**src/png_scanline_unfilter_defines.svh**
```systemverilog
// Assertion macros shared by the scanline unfilter RTL.
// Expects clk and rst_n in the scope where a macro is used.
`ifndef PNG_SCANLINE_UNFILTER_DEFINES_SVH
`define PNG_SCANLINE_UNFILTER_DEFINES_SVH

// Condition must hold at every clock edge outside reset.
`define PSU_ASSERT_ALWAYS(label, cond, msg) \
    label: assert property (@(posedge clk) disable iff (!rst_n) (cond)) else $error(msg);

// Antecedent implies consequent in the same cycle.
`define PSU_ASSERT_IMPLY(label, ante, cons, msg) \
    label: assert property (@(posedge clk) disable iff (!rst_n) (ante) |-> (cons)) \
        else $error(msg);

`endif

```
**src/psu_pkg.sv**
```systemverilog
// Package for the scanline unfilter: widths, register and filter codes,
// the command passed from front to back, and the Paeth predictor.
`timescale 1ns / 1ps

package psu_pkg;

    localparam int PSU_MAX_ROW_BYTES   = 32768;
    localparam int PSU_MAX_PIXEL_BYTES = 8;

    localparam int ROW_BYTES_W   = 16;
    localparam int PIXEL_BYTES_W = 4;
    localparam int CFG_DATA_W    = 16;
    localparam int CFG_INDEX_W   = 1;

    // Widest column index and slot over the legal parameter range
    localparam int PSU_COL_W  = 18;
    localparam int PSU_SLOT_W = 3;

    localparam int PSU_QUEUE_DEPTH = 4;

    typedef enum logic [CFG_INDEX_W-1:0] {
        REG_ROW_BYTES   = 1'b0,
        REG_PIXEL_BYTES = 1'b1
    } cfg_reg_t;

    localparam logic [7:0] FILT_NONE  = 8'd0;
    localparam logic [7:0] FILT_SUB   = 8'd1;
    localparam logic [7:0] FILT_UP    = 8'd2;
    localparam logic [7:0] FILT_AVG   = 8'd3;
    localparam logic [7:0] FILT_PAETH = 8'd4;

    typedef struct packed {
        logic [7:0]            filtered_byte;
        logic [7:0]            filter_kind;
        logic                  bad;
        logic                  first;
        logic                  has_left;
        logic                  last;
        logic [PSU_COL_W-1:0]  col;
        logic [PSU_SLOT_W-1:0] slot;
    } psu_cmd_t;

    function automatic logic [7:0] paeth_pred(input logic [7:0] a, input logic [7:0] b,
                                              input logic [7:0] c);
        logic signed [9:0] da;
        logic signed [9:0] db;
        logic signed [9:0] dc;
        logic [9:0]        pa;
        logic [9:0]        pb;
        logic [9:0]        pc;
        logic [7:0]        res;
        // p - a = b - c, p - b = a - c, p - c = a + b - 2c
        da = $signed({2'b00, b}) - $signed({2'b00, c});
        db = $signed({2'b00, a}) - $signed({2'b00, c});
        dc = $signed({2'b00, a}) + $signed({2'b00, b}) - $signed({1'b0, c, 1'b0});
        pa = (da < 0) ? 10'(-da) : 10'(da);
        pb = (db < 0) ? 10'(-db) : 10'(db);
        pc = (dc < 0) ? 10'(-dc) : 10'(dc);
        if ((pa <= pb) && (pa <= pc))
        begin
            res = a;
        end
        else if (pb <= pc)
        begin
            res = b;
        end
        else
        begin
            res = c;
        end
        return res;
    endfunction

endpackage

```
**src/psu_queue.sv**
```systemverilog
// Short command queue between the front and back of the unfilter.
// Depends on psu_pkg and the assertion macro header.
`timescale 1ns / 1ps
`include "png_scanline_unfilter_defines.svh"

module psu_queue (
    input  logic              clk,
    input  logic              rst_n,
    input  logic              push,
    input  psu_pkg::psu_cmd_t push_data,
    output logic              full,
    input  logic              pop,
    output logic              head_valid,
    output psu_pkg::psu_cmd_t head
);
    import psu_pkg::*;

    localparam int PW = (PSU_QUEUE_DEPTH > 1) ? $clog2(PSU_QUEUE_DEPTH) : 1;
    localparam int NW = $clog2(PSU_QUEUE_DEPTH + 1);

    psu_cmd_t        slot_mem_reg [PSU_QUEUE_DEPTH];
    logic [PW-1:0]   wr_ptr_reg;
    logic [PW-1:0]   rd_ptr_reg;
    logic [NW-1:0]   count_reg;
    logic [PW-1:0]   wr_ptr_next;
    logic [PW-1:0]   rd_ptr_next;
    logic [NW-1:0]   count_next;

    assign full       = (count_reg == NW'(PSU_QUEUE_DEPTH));
    assign head_valid = (count_reg != '0);
    assign head       = slot_mem_reg[rd_ptr_reg];

    always_comb
    begin
        wr_ptr_next = wr_ptr_reg;
        rd_ptr_next = rd_ptr_reg;
        count_next  = count_reg;
        if (push)
        begin
            wr_ptr_next = (wr_ptr_reg == PW'(PSU_QUEUE_DEPTH - 1)) ? '0 : wr_ptr_reg + 1'b1;
        end
        if (pop)
        begin
            rd_ptr_next = (rd_ptr_reg == PW'(PSU_QUEUE_DEPTH - 1)) ? '0 : rd_ptr_reg + 1'b1;
        end
        if (push && !pop)
        begin
            count_next = count_reg + 1'b1;
        end
        else if (pop && !push)
        begin
            count_next = count_reg - 1'b1;
        end
    end

    always_ff @(posedge clk or negedge rst_n)
    begin
        if (!rst_n)
        begin
            wr_ptr_reg <= '0;
            rd_ptr_reg <= '0;
            count_reg  <= '0;
        end
        else
        begin
            wr_ptr_reg <= wr_ptr_next;
            rd_ptr_reg <= rd_ptr_next;
            count_reg  <= count_next;
        end
    end

    always_ff @(posedge clk)
    begin
        if (push)
        begin
            slot_mem_reg[wr_ptr_reg] <= push_data;
        end
    end

    `PSU_ASSERT_ALWAYS(a_queue_bound, count_reg <= NW'(PSU_QUEUE_DEPTH), "queue overrun")

endmodule

```
**config.mk**
```make
export PLATFORM = sky130hd
export DESIGN_NAME = psu_queue
export DESIGN_NICKNAME = d
export VERILOG_FILES = /design/src/psu_pkg.sv /design/src/psu_queue.sv
export VERILOG_INCLUDE_DIRS = /design/src /design/src/src
export SDC_FILE = /design/constraint.sdc
export NUM_CORES = 1
export LEC_CHECK = 0
export BUFFER_PORTS_ARGS = -buffer_cell sky130_fd_sc_hd__buf_2
export CAP_MARGIN = 20
export CORE_AREA = 2 2 139 141
export CTS_CLUSTER_SIZE = 14
export DETAILED_ROUTE_END_ITERATION = 8
export DIE_AREA = 0 0 141 143
export HOLD_SLACK_MARGIN = 0.03
export PLACE_DENSITY = 0.54
export SLEW_MARGIN = 5
export SYNTH_ARGS = -nofsm -noshare
export SYNTH_HDL_FRONTEND = slang
export SYNTH_SLANG_ARGS = --single-unit
```
**constraint.sdc**
```tcl
create_clock -name clk -period 4.1 [get_ports clk]
set_input_delay 0.82 -clock clk [delete_from_list [all_inputs] [get_ports clk]]
set_output_delay 0.82 -clock clk [all_outputs]
set_load 0.03 [all_outputs]
```
# [Yosys cells after proc, flatten, opt, wreduce, memory -nomap -nowiden]
# Memory sizes are Yosys's and may differ from the RTL's.
# Index checks and enable logic that the tools add are counted.
[word_totals] wordCells=23 ram_bits=164 output_inout_bits=43 memories=1 input_bits=45 regBits=7
[op_classes] mux=6 n_reduce_logical=6 eq_ne=3 addsub=4
[memory_table] name="slot_mem_reg" depth=4 word_bits=41 read_ports=1 rd_ports_with_merged_regs=0 write_ports=1 line_no="psu_queue.sv:21" rtl="psu_cmd_t slot_mem_reg [PSU_QUEUE_DEPTH];"
[ops] op="$mux 3" n=2
[ops] op="$add 2x1->2 const B" n=2
[ops] op="$eq 2x2->1 const B" n=2
[ops] op="$mux 2" n=2
[ops] op="$add 3x1->3 const B" n=1
[ops] op="$eq 3x3->1 const B" n=1
[ops] op="$reduce_bool 3->1" n=1
[ops] op="$sub 3x1->3 const B" n=1
[ops] op="$logic_and 1x1->1" n=2
[ops] op="$logic_not 1->1" n=2
[ops] op="$mux 1" n=2
[ops] op="$reduce_bool 2->1" n=1

# [Longest topological paths before layout]
[logic_depth] word_depth=4 mapped_depth=7

# [Worst setup path after synthesis]
# No wires, ideal clock.
[synth_timing] path_kind="in2reg" startpoint="in push" endpoint="mem slot_mem_reg[3][0] (netlist bit), enable pin" setup_time_ns=0.402 arrival_time_ns=1.814 slack_ns=1.883 path_stages=1 required_time_ns=3.698 path_buffers=0 path_cell_list="and2_1"
[synth_via] elab_chain_len=2
[synth_rtl] element="start: declaration" line_no="psu_queue.sv:9" rtl="input logic push,"
[synth_rtl] element="$mux 1" line_no="psu_queue.sv:74" rtl="if (push)"
[synth_rtl] element="$mux 1 (implied by the code)" line_no="psu_queue.sv:76" rtl="slot_mem_reg[wr_ptr_reg] <= push_data;"
[synth_rtl] element="end: declaration" line_no="psu_queue.sv:21"
# Every way passes these cells.

==> impl_results.md <==
* First-pass GRT wire length at 17.38 mm
* Hold_buf cts at 0
* Crit path kind: reg2out
* Initial Util at 34.38%
* Buf/Inv on CP at 1
* CTS Buffer Depth at 2
* Post-placement cell count at 570
* Die Ht at 143 um
* Post-cts sizing count at 0
* FMAX at 321.5 MHz
* Initial drt markers at 168
* Post-synth cell types at 20
* Worst-Margin Slew at 884.8 ps
* Power Density at 751.0 mW/mm^2
* R2R setup slack at 2050 ps
* Dominant cell type by area after synthesis: edfxtp_1
* Mapped Area at 0.006387 sq mm
* Area contributors post-synth: edfxtp_1 77%, mux4_2 13%, dfrtp_1 2.7%, buf_12 1.3%, mux4_1 1.2%
* Avg WL per Cell at 18.84 um
* WP data required at 3280 ps
* Tot GR Track Use at 12.02%
* CP delay by family, top: flip-flops
* Post-CTS setup buffers at 0
* HPWL Detailed at 6.786 mm
* Syn nets at 304
* Setup-failing EPs final at 0
* Synth-to-layout area growth at 19.96%
* Largest stage delay, worst path at 1000 ps
* WP data arrival at 2290 ps
* Overflow after GRT at 0
* Layout Nets at 407
* Syn Area/Cell at 25.35 sq um
* Post-Layout Cell Count at 602
* Total power at 5.755 mW
* Pleak at 2.647 nW
* Reg2reg end: slot_mem_reg[1][33]$_DFFE_PP_
* DRC viols at 0
* Commonest non-fill, non-tap cells in the layout: 164 x edfxtp_1, 87 x buf_2, 38 x mux4_2
* IO buf count at 87
* CP Cell Sequence: mux4_2 -> buf_2
* TritonCTS clock tree: yes
* Max-Cap Viols at 0
* Worst reg2reg path depth at 4
* Final WL at 11.34 mm
* VDD IR-drop max at 0.0003072 V
* Yosys warns at 0
* FF-to-FF Start: wr_ptr_reg[1]$_DFFE_PN0P_
* Fraction of layout cells with a size suffix above 1 at 46.74%
* Yosys top cell area share at 77.10%
* Detailed-route vias per instance at 4.731
* Core area at 0.01858 sq mm
* RSZ-0062 raised after global routing: false
* Place WS at 1345 ps
* Relative slew slack at 41.01%
* Status: finished clean
* Register area share after synthesis at 79.84%
* Largest net degree at the start of global routing at 45
* Slowest-stage cell, CP: dfrtp_4
* Clk pin slew, worst setup/hold paths at 60 ps
* Commonest non-fill, non-tap cell in the layout: edfxtp_1
* Critical Path Fanout Max at 44
* Final Util at 41.24%
* Crit end category: output port
* Post-Route Skew at 6.598 ps
* Clk root buf: clkbuf_16
* Max Slew Vio Count at 0
* CTS Buf Count at 17
* Pre-antenna DRT Iters at 4
* Initial antenna violation count at 0
* Minimum clock period at 3110 ps
* Hold_ws at 224.6 ps
* Fin area at 0.007662 sq mm
* Post-place instance area at 0.007063 sq mm
* #FFs+latches synth at 171
* Post-Route Setup TNS at 0 ps
* Fin. Hold Viols at 0
* Die width at 141 um
* Htree depth at 4
* # clock sinks at 171
* DIE AREA at 0.02016 sq mm
* Std cell rows at 50
* DRT antenna net count at 0
* Tcrit/Tclk final at 75.86%
* Clk Latency, worst-skew pair at 420 ps
* Vias in the first global route at 3048
* Critical Path Start Type: flip-flop
* Ant. Diodes at 0
* Placer congestion estimate at 0.6459
* Final setup margin at 989.8 ps
* IO Pins at 88
* Max FFs per register at 164
* DR vias at 2848
* Fillers at 1670
* Worst Hold Class: in2async
* Synthesized instance count at 252
## worst max path at each step
stage | startpoint | slack [ps] | endpoint | depth (start not counted)
after global routing | rd_ptr_reg[0]$_DFFE_PN0P_ | 810 | head[32] | 2
after floorplan | push | 1880 | slot_mem_reg[3][0]$_DFFE_PP_ | 1
after global placement | rd_ptr_reg[0]$_DFFE_PN0P_ | 1330 | head[32] | 2
after CTS | rd_ptr_reg[0]$_DFFE_PN0P_ | 870 | head[32] | 2
final | rd_ptr_reg[0]$_DFFE_PN0P_ | 990 | head[0] | 2
after detailed placement | rd_ptr_reg[0]$_DFFE_PN0P_ | 1340 | head[32] | 2
## cells in the mapped netlist
cell      count
edfxtp_1    164
mux4_2       38
dfrtp_1       7
ha_1          6
and2_1        4
buf_12        4
buf_2         4
inv_1         4
mux2_2        3
mux4_1        3
nor2_1        3
nand2_1       2
o21ai_0       2
xor2_1        2
buf_6         1
clkbuf_1      1
fa_1          1
nor3b_1       1
or3_1         1
xnor2_1       1
## power breakdown
part	total (mW)	internal, mW	switching (mW)
clock network	1.57	0.960	0.614
registers	2.51	2.25	0.264
logic	1.67	0.677	0.993
## cell type report
cell class	instances	area [sq um]	share of cell area (%)
clock buffers	22	484.2	6.319
clock inverters	10	115.1	1.502
inverters	4	15.01	0.1960
multi-input cells	67	1162	15.17
flip-flops and latches	171	5105	66.62
well taps	234	292.8	3.821
repair buffers	94	488.0	6.368
## routing by layer
metal / track usage [%] / routed length [um] / vias to the layer above
met3: 3.789 / 518 / 14
li1: - / - / 1270
met1: 14.27 / 4778 / 1502
met4: 5.211 / 202 / 0
met2: 20.31 / 5842 / 62
met5: 0 / 0 / -
## cells by family (layout without fill, tap and decap cells)
group | Yosys count | after routing | synth area share, %
xor gates and xnor gates | 3 | 3 | 0.4114
DFF | 171 | 171 | 79.84
and+or+nand+nor | 11 | 11 | 0.9012
AOI/OAI and AO/OA | 2 | 2 | 0.1567
muxes | 44 | 44 | 15.16
buffers and inverters | 14 | 130 | 2.037
adders and majority gates | 7 | 7 | 1.489
No activity file was read; power rests on OpenSTA's default activity.
