--- src/png_scanline_unfilter_defines.svh ---
// Assertion macros shared by the scanline unfilter RTL.
// Expects clk and rst_n in the scope where a macro is used.
`ifndef PNG_SCANLINE_UNFILTER_DEFINES_SVH
`define PNG_SCANLINE_UNFILTER_DEFINES_SVH

// Condition must hold at every clock edge outside reset.
`define PSU_ASSERT_ALWAYS(label, cond, msg) \
    label: assert property (@(posedge clk) disable iff (!rst_n) (cond)) else $error(msg);

// Antecedent implies consequent in the same cycle.
`define PSU_ASSERT_IMPLY(label, ante, cons, msg) \
    label: assert property (@(posedge clk) disable iff (!rst_n) (ante) |-> (cons)) \
        else $error(msg);

`endif

--- src/psu_pkg.sv ---
// Package for the scanline unfilter: widths, register and filter codes,
// the command passed from front to back, and the Paeth predictor.
`timescale 1ns / 1ps

package psu_pkg;

    localparam int PSU_MAX_ROW_BYTES   = 32768;
    localparam int PSU_MAX_PIXEL_BYTES = 8;

    localparam int ROW_BYTES_W   = 16;
    localparam int PIXEL_BYTES_W = 4;
    localparam int CFG_DATA_W    = 16;
    localparam int CFG_INDEX_W   = 1;

    // Widest column index and slot over the legal parameter range
    localparam int PSU_COL_W  = 18;
    localparam int PSU_SLOT_W = 3;

    localparam int PSU_QUEUE_DEPTH = 4;

    typedef enum logic [CFG_INDEX_W-1:0] {
        REG_ROW_BYTES   = 1'b0,
        REG_PIXEL_BYTES = 1'b1
    } cfg_reg_t;

    localparam logic [7:0] FILT_NONE  = 8'd0;
    localparam logic [7:0] FILT_SUB   = 8'd1;
    localparam logic [7:0] FILT_UP    = 8'd2;
    localparam logic [7:0] FILT_AVG   = 8'd3;
    localparam logic [7:0] FILT_PAETH = 8'd4;

    typedef struct packed {
        logic [7:0]            filtered_byte;
        logic [7:0]            filter_kind;
        logic                  bad;
        logic                  first;
        logic                  has_left;
        logic                  last;
        logic [PSU_COL_W-1:0]  col;
        logic [PSU_SLOT_W-1:0] slot;
    } psu_cmd_t;

    function automatic logic [7:0] paeth_pred(input logic [7:0] a, input logic [7:0] b,
                                              input logic [7:0] c);
        logic signed [9:0] da;
        logic signed [9:0] db;
        logic signed [9:0] dc;
        logic [9:0]        pa;
        logic [9:0]        pb;
        logic [9:0]        pc;
        logic [7:0]        res;
        // p - a = b - c, p - b = a - c, p - c = a + b - 2c
        da = $signed({2'b00, b}) - $signed({2'b00, c});
        db = $signed({2'b00, a}) - $signed({2'b00, c});
        dc = $signed({2'b00, a}) + $signed({2'b00, b}) - $signed({1'b0, c, 1'b0});
        pa = (da < 0) ? 10'(-da) : 10'(da);
        pb = (db < 0) ? 10'(-db) : 10'(db);
        pc = (dc < 0) ? 10'(-dc) : 10'(dc);
        if ((pa <= pb) && (pa <= pc))
        begin
            res = a;
        end
        else if (pb <= pc)
        begin
            res = b;
        end
        else
        begin
            res = c;
        end
        return res;
    endfunction

endpackage

--- src/psu_if.sv ---
// Valid/ready channel interfaces for filtered input and reconstructed output.
// No dependencies.
`timescale 1ns / 1ps

interface psu_in_if;
    logic       valid;
    logic       ready;
    logic [7:0] filtered_byte;
    logic [7:0] filter_kind;
    logic       image_start;

    modport source (output valid, filtered_byte, filter_kind, image_start, input ready);
    modport sink   (input valid, filtered_byte, filter_kind, image_start, output ready);
endinterface


--- src/psu_front.sv ---
// Front of the unfilter: configuration registers, column/slot tracking and
// command classification. Depends on psu_pkg, psu_if and the macro header.
`timescale 1ns / 1ps
`include "png_scanline_unfilter_defines.svh"

module psu_front #(
    parameter int MAX_ROW_BYTES   = psu_pkg::PSU_MAX_ROW_BYTES,
    parameter int MAX_PIXEL_BYTES = psu_pkg::PSU_MAX_PIXEL_BYTES
) (
    input  logic                             clk,
    input  logic                             rst_n,
    input  logic                             cfg_we,
    input  logic [psu_pkg::CFG_INDEX_W-1:0]  cfg_index,
    input  logic [psu_pkg::CFG_DATA_W-1:0]   cfg_data,
    psu_in_if.sink                           filt,
    input  logic                             q_full,
    output logic                             q_push,
    output psu_pkg::psu_cmd_t                q_data
);
    import psu_pkg::*;

    localparam int CW   = $clog2(MAX_ROW_BYTES);
    localparam int SW   = (MAX_PIXEL_BYTES > 1) ? $clog2(MAX_PIXEL_BYTES) : 1;
    localparam int NW   = $clog2(CW);
    localparam int CMPW = (CW > PIXEL_BYTES_W) ? CW : PIXEL_BYTES_W;
    localparam int EW   = (CW + 1 > ROW_BYTES_W) ? CW + 1 : ROW_BYTES_W;

    typedef enum logic [2:0] {
        ST_RUN  = 3'b001,
        ST_PREP = 3'b010,
        ST_DIV  = 3'b100
    } front_state_t;

    front_state_t               state_reg, state_next;
    logic [ROW_BYTES_W-1:0]     row_bytes_reg, row_bytes_next;
    logic [PIXEL_BYTES_W-1:0]   pixel_bytes_reg, pixel_bytes_next;
    logic [CW-1:0]              rb_last_reg, rb_last_next;
    logic [PIXEL_BYTES_W-1:0]   pb_eff_reg, pb_eff_next;
    logic [CW-1:0]              col_reg, col_next;
    logic [SW-1:0]              slot_reg, slot_next;
    logic [SW-1:0]              last_slot_reg, last_slot_next;
    logic                       first_row_reg, first_row_next;
    logic [CW-1:0]              sh_col_reg, sh_col_next;
    logic [CW-1:0]              sh_last_reg, sh_last_next;
    logic [2:0]                 rem_col_reg, rem_col_next;
    logic [2:0]                 rem_last_reg, rem_last_next;
    logic [NW-1:0]              cnt_reg, cnt_next;

    logic [EW-1:0]              rb_ext;
    logic [CW-1:0]              rb_last_c;
    logic [PIXEL_BYTES_W-1:0]   pb_eff_c;
    logic [3:0]                 t_col;
    logic [3:0]                 t_last;
    logic [2:0]                 rem_col_step;
    logic [2:0]                 rem_last_step;
    logic                       accept;
    logic [CW-1:0]              col_raw;
    logic                       clamp;
    logic [CW-1:0]              col_c;
    logic [SW-1:0]              slot_c;
    logic                       first_c;
    logic                       last_c;
    logic                       has_left_c;

    assign filt.ready = (state_reg == ST_RUN) && !q_full;
    assign accept     = filt.valid && filt.ready;

    // Effective register values after the zero and saturation rules
    always_comb
    begin
        rb_ext = EW'(row_bytes_reg);
        if (rb_ext == '0)
        begin
            rb_last_c = '0;
        end
        else if (rb_ext > EW'(MAX_ROW_BYTES))
        begin
            rb_last_c = CW'(MAX_ROW_BYTES - 1);
        end
        else
        begin
            rb_last_c = CW'(rb_ext - 1'b1);
        end
        if (pixel_bytes_reg == '0)
        begin
            pb_eff_c = PIXEL_BYTES_W'(1);
        end
        else if (pixel_bytes_reg > PIXEL_BYTES_W'(MAX_PIXEL_BYTES))
        begin
            pb_eff_c = PIXEL_BYTES_W'(MAX_PIXEL_BYTES);
        end
        else
        begin
            pb_eff_c = pixel_bytes_reg;
        end
    end

    // One restoring remainder step for column position and last column
    always_comb
    begin
        t_col  = {rem_col_reg, sh_col_reg[CW-1]};
        t_last = {rem_last_reg, sh_last_reg[CW-1]};
        rem_col_step  = (t_col >= pb_eff_reg) ? 3'(t_col - pb_eff_reg) : t_col[2:0];
        rem_last_step = (t_last >= pb_eff_reg) ? 3'(t_last - pb_eff_reg) : t_last[2:0];
    end

    // Classification of the incoming byte
    always_comb
    begin
        col_raw    = filt.image_start ? '0 : col_reg;
        first_c    = filt.image_start ? 1'b1 : first_row_reg;
        clamp      = (col_raw > rb_last_reg);
        col_c      = clamp ? rb_last_reg : col_raw;
        slot_c     = filt.image_start ? '0 : (clamp ? last_slot_reg : slot_reg);
        last_c     = (col_c == rb_last_reg);
        has_left_c = (CMPW'(col_c) >= CMPW'(pb_eff_reg));

        q_push                 = accept;
        q_data.filtered_byte   = filt.filtered_byte;
        q_data.filter_kind     = filt.filter_kind;
        q_data.bad             = (filt.filter_kind > FILT_PAETH);
        q_data.first           = first_c;
        q_data.has_left        = has_left_c;
        q_data.last            = last_c;
        q_data.col             = PSU_COL_W'(col_c);
        q_data.slot            = PSU_SLOT_W'(slot_c);
    end

    always_comb
    begin
        state_next       = state_reg;
        row_bytes_next   = row_bytes_reg;
        pixel_bytes_next = pixel_bytes_reg;
        rb_last_next     = rb_last_reg;
        pb_eff_next      = pb_eff_reg;
        col_next         = col_reg;
        slot_next        = slot_reg;
        last_slot_next   = last_slot_reg;
        first_row_next   = first_row_reg;
        sh_col_next      = sh_col_reg;
        sh_last_next     = sh_last_reg;
        rem_col_next     = rem_col_reg;
        rem_last_next    = rem_last_reg;
        cnt_next         = cnt_reg;

        case (state_reg)
            ST_RUN:
            begin
                if (accept)
                begin
                    if (last_c)
                    begin
                        col_next       = '0;
                        slot_next      = '0;
                        first_row_next = 1'b0;
                    end
                    else
                    begin
                        col_next       = col_c + 1'b1;
                        slot_next      = (PIXEL_BYTES_W'(slot_c) == pb_eff_reg - 1'b1) ?
                                         '0 : slot_c + 1'b1;
                        first_row_next = first_c;
                    end
                end
            end
            ST_PREP:
            begin
                rb_last_next  = rb_last_c;
                pb_eff_next   = pb_eff_c;
                sh_col_next   = col_reg;
                sh_last_next  = rb_last_c;
                rem_col_next  = '0;
                rem_last_next = '0;
                cnt_next      = '0;
                state_next    = ST_DIV;
            end
            ST_DIV:
            begin
                sh_col_next   = {sh_col_reg[CW-2:0], 1'b0};
                sh_last_next  = {sh_last_reg[CW-2:0], 1'b0};
                rem_col_next  = rem_col_step;
                rem_last_next = rem_last_step;
                cnt_next      = cnt_reg + 1'b1;
                if (cnt_reg == NW'(CW - 1))
                begin
                    slot_next      = SW'(rem_col_step);
                    last_slot_next = SW'(rem_last_step);
                    state_next     = ST_RUN;
                end
            end
            default:
            begin
                state_next = ST_RUN;
            end
        endcase

        if (cfg_we)
        begin
            case (cfg_reg_t'(cfg_index))
                REG_ROW_BYTES:   row_bytes_next   = cfg_data[ROW_BYTES_W-1:0];
                REG_PIXEL_BYTES: pixel_bytes_next = cfg_data[PIXEL_BYTES_W-1:0];
                default:         ;
            endcase
            state_next = ST_PREP;
        end
    end

    always_ff @(posedge clk or negedge rst_n)
    begin
        if (!rst_n)
        begin
            state_reg       <= ST_RUN;
            row_bytes_reg   <= ROW_BYTES_W'(1);
            pixel_bytes_reg <= PIXEL_BYTES_W'(1);
            rb_last_reg     <= '0;
            pb_eff_reg      <= PIXEL_BYTES_W'(1);
            col_reg         <= '0;
            slot_reg        <= '0;
            last_slot_reg   <= '0;
            first_row_reg   <= 1'b1;
            cnt_reg         <= '0;
        end
        else
        begin
            state_reg       <= state_next;
            row_bytes_reg   <= row_bytes_next;
            pixel_bytes_reg <= pixel_bytes_next;
            rb_last_reg     <= rb_last_next;
            pb_eff_reg      <= pb_eff_next;
            col_reg         <= col_next;
            slot_reg        <= slot_next;
            last_slot_reg   <= last_slot_next;
            first_row_reg   <= first_row_next;
            cnt_reg         <= cnt_next;
        end
    end

    always_ff @(posedge clk)
    begin
        sh_col_reg   <= sh_col_next;
        sh_last_reg  <= sh_last_next;
        rem_col_reg  <= rem_col_next;
        rem_last_reg <= rem_last_next;
    end

    `PSU_ASSERT_IMPLY(a_no_accept_in_recalc, state_reg != ST_RUN, !filt.ready,
                      "input accepted during slot recalculation")
    `PSU_ASSERT_IMPLY(a_slot_in_pixel, state_reg == ST_RUN,
                      (PIXEL_BYTES_W'(slot_reg) < pb_eff_reg) &&
                      (PIXEL_BYTES_W'(last_slot_reg) < pb_eff_reg),
                      "slot outside pixel")

endmodule

--- src/flat_wrapper.sv ---
// flat-port wrapper written by rule: the top's interface ports become plain ports
module psu_front_flat import psu_pkg::*;
#(
    parameter int MAX_ROW_BYTES   = psu_pkg::PSU_MAX_ROW_BYTES,
    parameter int MAX_PIXEL_BYTES = psu_pkg::PSU_MAX_PIXEL_BYTES
)
  (clk, rst_n, cfg_we, cfg_index, cfg_data, q_full, q_push, q_data, filt_valid, filt_filtered_byte, filt_filter_kind, filt_image_start, filt_ready);
  psu_in_if filt_i ();
  input  logic clk;
  input  logic rst_n;
  input  logic cfg_we;
  input  logic [psu_pkg::CFG_INDEX_W-1:0] cfg_index;
  input  logic [psu_pkg::CFG_DATA_W-1:0] cfg_data;
  input  logic q_full;
  output logic q_push;
  output psu_pkg::psu_cmd_t q_data;
  input wire logic [$bits(filt_i.valid)-1:0] filt_valid;
  input wire logic [$bits(filt_i.filtered_byte)-1:0] filt_filtered_byte;
  input wire logic [$bits(filt_i.filter_kind)-1:0] filt_filter_kind;
  input wire logic [$bits(filt_i.image_start)-1:0] filt_image_start;
  output wire logic [$bits(filt_i.ready)-1:0] filt_ready;
  assign filt_i.valid = filt_valid;
  assign filt_i.filtered_byte = filt_filtered_byte;
  assign filt_i.filter_kind = filt_filter_kind;
  assign filt_i.image_start = filt_image_start;
  assign filt_ready = filt_i.ready;
  psu_front #(.MAX_ROW_BYTES(MAX_ROW_BYTES), .MAX_PIXEL_BYTES(MAX_PIXEL_BYTES)) u_core (.clk(clk), .rst_n(rst_n), .cfg_we(cfg_we), .cfg_index(cfg_index), .cfg_data(cfg_data), .filt(filt_i), .q_full(q_full), .q_push(q_push), .q_data(q_data));
endmodule
--- config.mk ---
export PLATFORM = sky130hd
export DESIGN_NAME = psu_front_flat
export DESIGN_NICKNAME = d
export VERILOG_FILES = /design/src/psu_pkg.sv /design/src/psu_if.sv /design/src/psu_front.sv /design/src/flat_wrapper.sv
export VERILOG_INCLUDE_DIRS = /design/src /design/src/src
export SDC_FILE = /design/constraint.sdc
export NUM_CORES = 1
export LEC_CHECK = 0
export BUFFER_PORTS_ARGS = -buffer_cell sky130_fd_sc_hd__buf_2
export CAP_MARGIN = 0
export CORE_UTILIZATION = 45
export DETAILED_ROUTE_END_ITERATION = 8
export PLACE_DENSITY_LB_ADDON = 0.3
export SETUP_SLACK_MARGIN = 0.5
export SLEW_MARGIN = 15
export SYNTH_ARGS = -nofsm -noshare
export SYNTH_HDL_FRONTEND = slang
export SYNTH_SLANG_ARGS = --single-unit
--- constraint.sdc ---
create_clock -name clk -period 9.75 [get_ports clk]
set_clock_uncertainty 0.2 [all_clocks]
set_input_delay 1.95 -clock clk [delete_from_list [all_inputs] [get_ports clk]]
set_output_delay 1.95 -clock clk [all_outputs]
set_load 0.01 [all_outputs]
* After elaboration in Yosys (flattened, before gate mapping)
Cells that the tools add are included.
** Storage, ports and cells
- Bits in registers :: 104
- Input bits :: 39
- Logic and storage cells :: 78
** Operators by class
- Add/sub/neg operators :: 7
- Order comparisons :: 7
- Equal/unequal tests :: 10
- Mux-type cells :: 26
- Bitwise gates (word level) :: 1
- Reductions and logical operators :: 13
** Operators by type and width (count)
- $mux W15 :: 5
- $pmux W15 S2 :: 2
- $mux W3 :: 10
- $pmux W3 S2 :: 3
- $gt A16 B16 Y1 const B :: 1
- $logic_not A16 Y1 :: 1
- $add A15 B1 Y15 const B :: 1
- $eq A15 B15 Y1 :: 1
- $ge A15 B4 Y1 :: 1
- $gt A15 B15 Y1 :: 1
- $sub A15 B1 Y15 const B :: 1
- $reduce_and A2 Y1 :: 5
- $pmux W3 S3 :: 1
- $ge A4 B4 Y1 :: 2
- $gt A8 B3 Y1 const B :: 1
- $mux W4 :: 2
- $pmux W4 S2 :: 1
- $sub A3 B3 Y3 :: 2
- $add A4 B1 Y4 const B :: 1
- $eq A3 B4 Y1 :: 1
- $eq A4 B4 Y1 const B :: 1
- $gt A4 B4 Y1 const B :: 1
- $logic_not A4 Y1 :: 1
- $ne A2 B2 Y1 const B :: 2
- other kinds (13) :: 16

* Longest topological paths before layout
- Depth in word-level cells :: 9
- Depth in mapped cells :: 23

* Worst setup path before layout
OpenSTA, ideal clock, no wires.
- Path kind :: in2out
- Start point :: in filt_image_start
- End point :: out q_data[22] (netlist name)
- Arrival time :: 5.668 ns
- Required time :: 7.600 ns
- Slack :: 1.932 ns
- Stages on the path :: 21
- Path buffers :: 6
- Cells stage by stage :: buf_2 buf_1 clkbuf_1 nor2b_1 ha_1 nor3b_1 a211o_1 o2111a_1 o31ai_1 o21ba_4 buf_6 buf_4 nor2_1 a31oi_1 ha_1 nand2b_1 a21o_1 a21o_1 a21oi_1 nand4_1 buf_4
** On the way
- Longest elaborated chain between the ends :: 4
** RTL lines
- start, declared :: RTL line flat_wrapper.sv:20 : input wire logic [$bits(filt_i.image_start)-1:0] filt_image_start;
- $mux W15 (*) :: RTL line psu_front.sv:110 : col_raw = filt.image_start ? '0 : col_reg;
- $gt A15 B15 Y1 :: RTL line psu_front.sv:112 : clamp = (col_raw > rb_last_reg);
- $mux W15 (*) :: RTL line psu_front.sv:113 : col_c = clamp ? rb_last_reg : col_raw;
- $ge A15 B4 Y1 (*) :: RTL line psu_front.sv:116 : has_left_c = (CMPW'(col_c) >= CMPW'(pb_eff_reg));
- end, declared :: RTL line flat_wrapper.sv:16 : output psu_pkg::psu_cmd_t q_data;
Mark *: on every way between the ends. The rest lies on a longest branch, timed or not.

==> metrics.txt <==
status complete, no violations; Data arrival, critical path 6.25 ns; slowest library cell on the worst path o21ba_4; Crit. End Element output pin; CTS tree yes; Async SR Flop Fraction around 65%; gr usage total between 20% and 30%; Core ar. between 10000 and 15000 um^2; cell taking the most area after synthesis dfrtp_1; Ports 82; final hold viol count 0; crit path max fanout between 40 and 50; vias in the first global route between 5k and 6k; initial antenna violation count 0; Hold Buf Count CTS 0; CP peak stage delay roughly 0.65 ns; FMAX 119 MHz; post-synthesis compound-gate area fraction 15.6%; wire per inst approximately 17 um; max-slew violations 0; pwr dens 197 nW/um^2; CP Class in -> out; most common cell after layout, fill and taps aside nand2_1; WHS between 0.3 and 0.4 ns; Post-Syn Area roughly 6500 um^2; iteration count of the initial detailed-routing pass 7; DIE WIDTH around 120 um; cts repair resizes 0; register area share after synthesis 42.9%; Worst Path Buf+Inv 2; Yosys top cell area share 24.2%; Routed Antenna Nets 0; H-tree depth 3; total chip power about 0.0014 W; Avg Cell Area, Syn just over 9 um^2; Placement Cell Area a little under 7000 um^2; initial core utilization a little under half; Final min period around 8.4 ns; unique cell type count in the Yosys netlist between 70 and 80; CP startpoint kind input port; Clock Tree Buf Depth 2; CP required about 7.6 ns; max-cap viol count 0; setup TNS 0 ns; first-pass GRT wire length roughly 26000 um; clk_lat worst skew ~0.36 ns; main combinational cell family by area after synthesis simple AND/OR/NAND/NOR gates; post-DP HPWL between 10000 and 15000 um; Root Driver clkbuf_16; clock sinks between 100 and 150; layout cells sized above 1 between 15 and 20%; antenna diode count 0; Finished Cell Area just over 7000 um^2; adder-cell share of the synthesized area around 6.3%; total clock buffers created by CTS 9; FF/Latch Area roughly 2800 um^2; total wire length between 15000 and 20000 um; # DRC 0; die area 14900 um^2; Max VDD drop 0.128 mV; relative slew slack 38.3%; port bufs 62; max reg flops 16; FF+latch count, synth about 100; routed via count approximately 5.2k; worst hold path type reg -> reg; CP cell instances buf_2 -> nor2b_1 -> ha_1 -> and4_1 -> and2_1 -> a311o_1 -> o22a_1 -> o21ba_4 -> nor2_1 -> a31oi_1 -> ha_1 -> nand2b_1 -> a21o_1 -> a21o_1 -> a21oi_1 -> nand4_1 -> buf_2; worst-margin pin slew around 0.92 ns; remaining global-route overflow 0; multi-input logic area around 3300 um^2; Post-CTS Setup Repair Bufs 0; cell family with most CP delay compound AO/OA/AOI/OAI gates; Nets a little over 800; Synth area leaders dfrtp_1 24%, edfxtp_1 17%, nand2_1 6.3%; initial drt markers 458; die height 122 um; Post-Syn Instances ~710; unrepaired setup endpoints after global routing no; Post-synth EDFFs 36; largest net degree at the start of global routing 69; commonest non-fill, non-tap cells in the layout 109 x nand2_1, 66 x nor2_1, 63 x dfrtp_1; YS warnings 0; Period Utilization, post-route between 80 and 90%; Layout area overhead 8.79%; std cell rows between 40 and 50; multiplexer area fraction after synthesis under 10%; Worst-path clk slew around 0.070 ns; drt via density between 5 and 6; Main synth FF type dfrtp_1; Static Leakage slightly above 3 nW; fill count 1322; gpl congestion 0.891; XOR/XNOR share of the synthesized area ~4.7%; final setup fails 0; Synth Area in Simple Gates 18.3%
==> metal layers <==
metal / track usage (%) / vias to the layer above / share of wire (%) / routed length, um
li1: - / 2512 / - / -
met1: 30.1 / 2505 / 45 / 7250
met2: 37.9 / 155 / 47 / 7580
met3: 4.32 / 14 / 5.7 / 918
met4: 5.95 / 0 / 1.4 / 219
met5: 0 / - / 0 / 0
==> cells by family after synthesis <==
family,count (synthesis)
xor gates and xnor gates,35
muxes,30
buffers and inverters,92
adders and majority gates,32
other,1
and+or+nand+nor,257
DFF,104
AOI/OAI and AO/OA,162
==> where the power goes <==
group          leakage [nW]  switching, W  internal, W
clock network         0.137      0.000177     0.000178
registers              1.19     0.0000901     0.000535
logic                  1.75      0.000239     0.000172
==> final timing paths <==
kind,from,cells after the start,slack (ns),endpoint
min,u_core.sh_col_reg[12],2,0.31,u_core.sh_col_reg[13]
max,filt_image_start,17,1.35,q_data[22]
max reg2reg,u_core.col_reg[13],17,4.75,u_core.col_reg[14]
max in group asynchronous,rst_n,2,7.19,u_core.rb_ext[8]
min in group asynchronous,rst_n,2,1.58,u_core.col_reg[4]
min reg2reg,u_core.sh_col_reg[12],2,0.31,u_core.sh_col_reg[13]
==> per-stage QoR <==
stage | setup WS [ns] | utilization, % | cells
floorplan | 1.93 | - | 715
global placement | 1.46 | 48.4 | 910
detailed placement | 1.39 | 48.4 | 910
CTS | 1.38 | 50.5 | 926
global route | 0.987 | 50.6 | 927
finish | 1.35 | 50.6 | 927
==> cell usage after synthesis (all sizes together) (3+ instances only) <==
cell	count
nand2	109
nor2	68
o21ai	68
dfrtp	63
a21oi	41
inv	39
edfxtp	36
buf	32
ha	28
mux2	21
clkbuf	20
xnor2	20
nor2b	18
nand3	15
xor2	15
mux2i	9
nor3	8
o22ai	8
a21o	6
a22o	5
dfstp	5
nand4	5
nor4	5
nor4b	5
o31ai	5
a31oi	4
and2	3
nand2b	3
nand3b	3
o22a	3
==> final cells by class <==
| class | count | area share [%] |
|---|---|---|
| clock buffers | 9 | 3.18 |
| multi-input cells | 519 | 46.0 |
| well taps | 180 | 3.18 |
| flip-flops and latches | 104 | 39.4 |
| clock inverters | 7 | 0.920 |
| repair buffers | 68 | 5.13 |
| inverters | 40 | 2.12 |
==> worst min-delay path, cell delays in order (launching register included) <==
cell	delay, ns
edfxtp_1	0.32
nand2_1	0.04
nand2_1	0.05
Note: power is estimated with default switching activity, not from simulation.
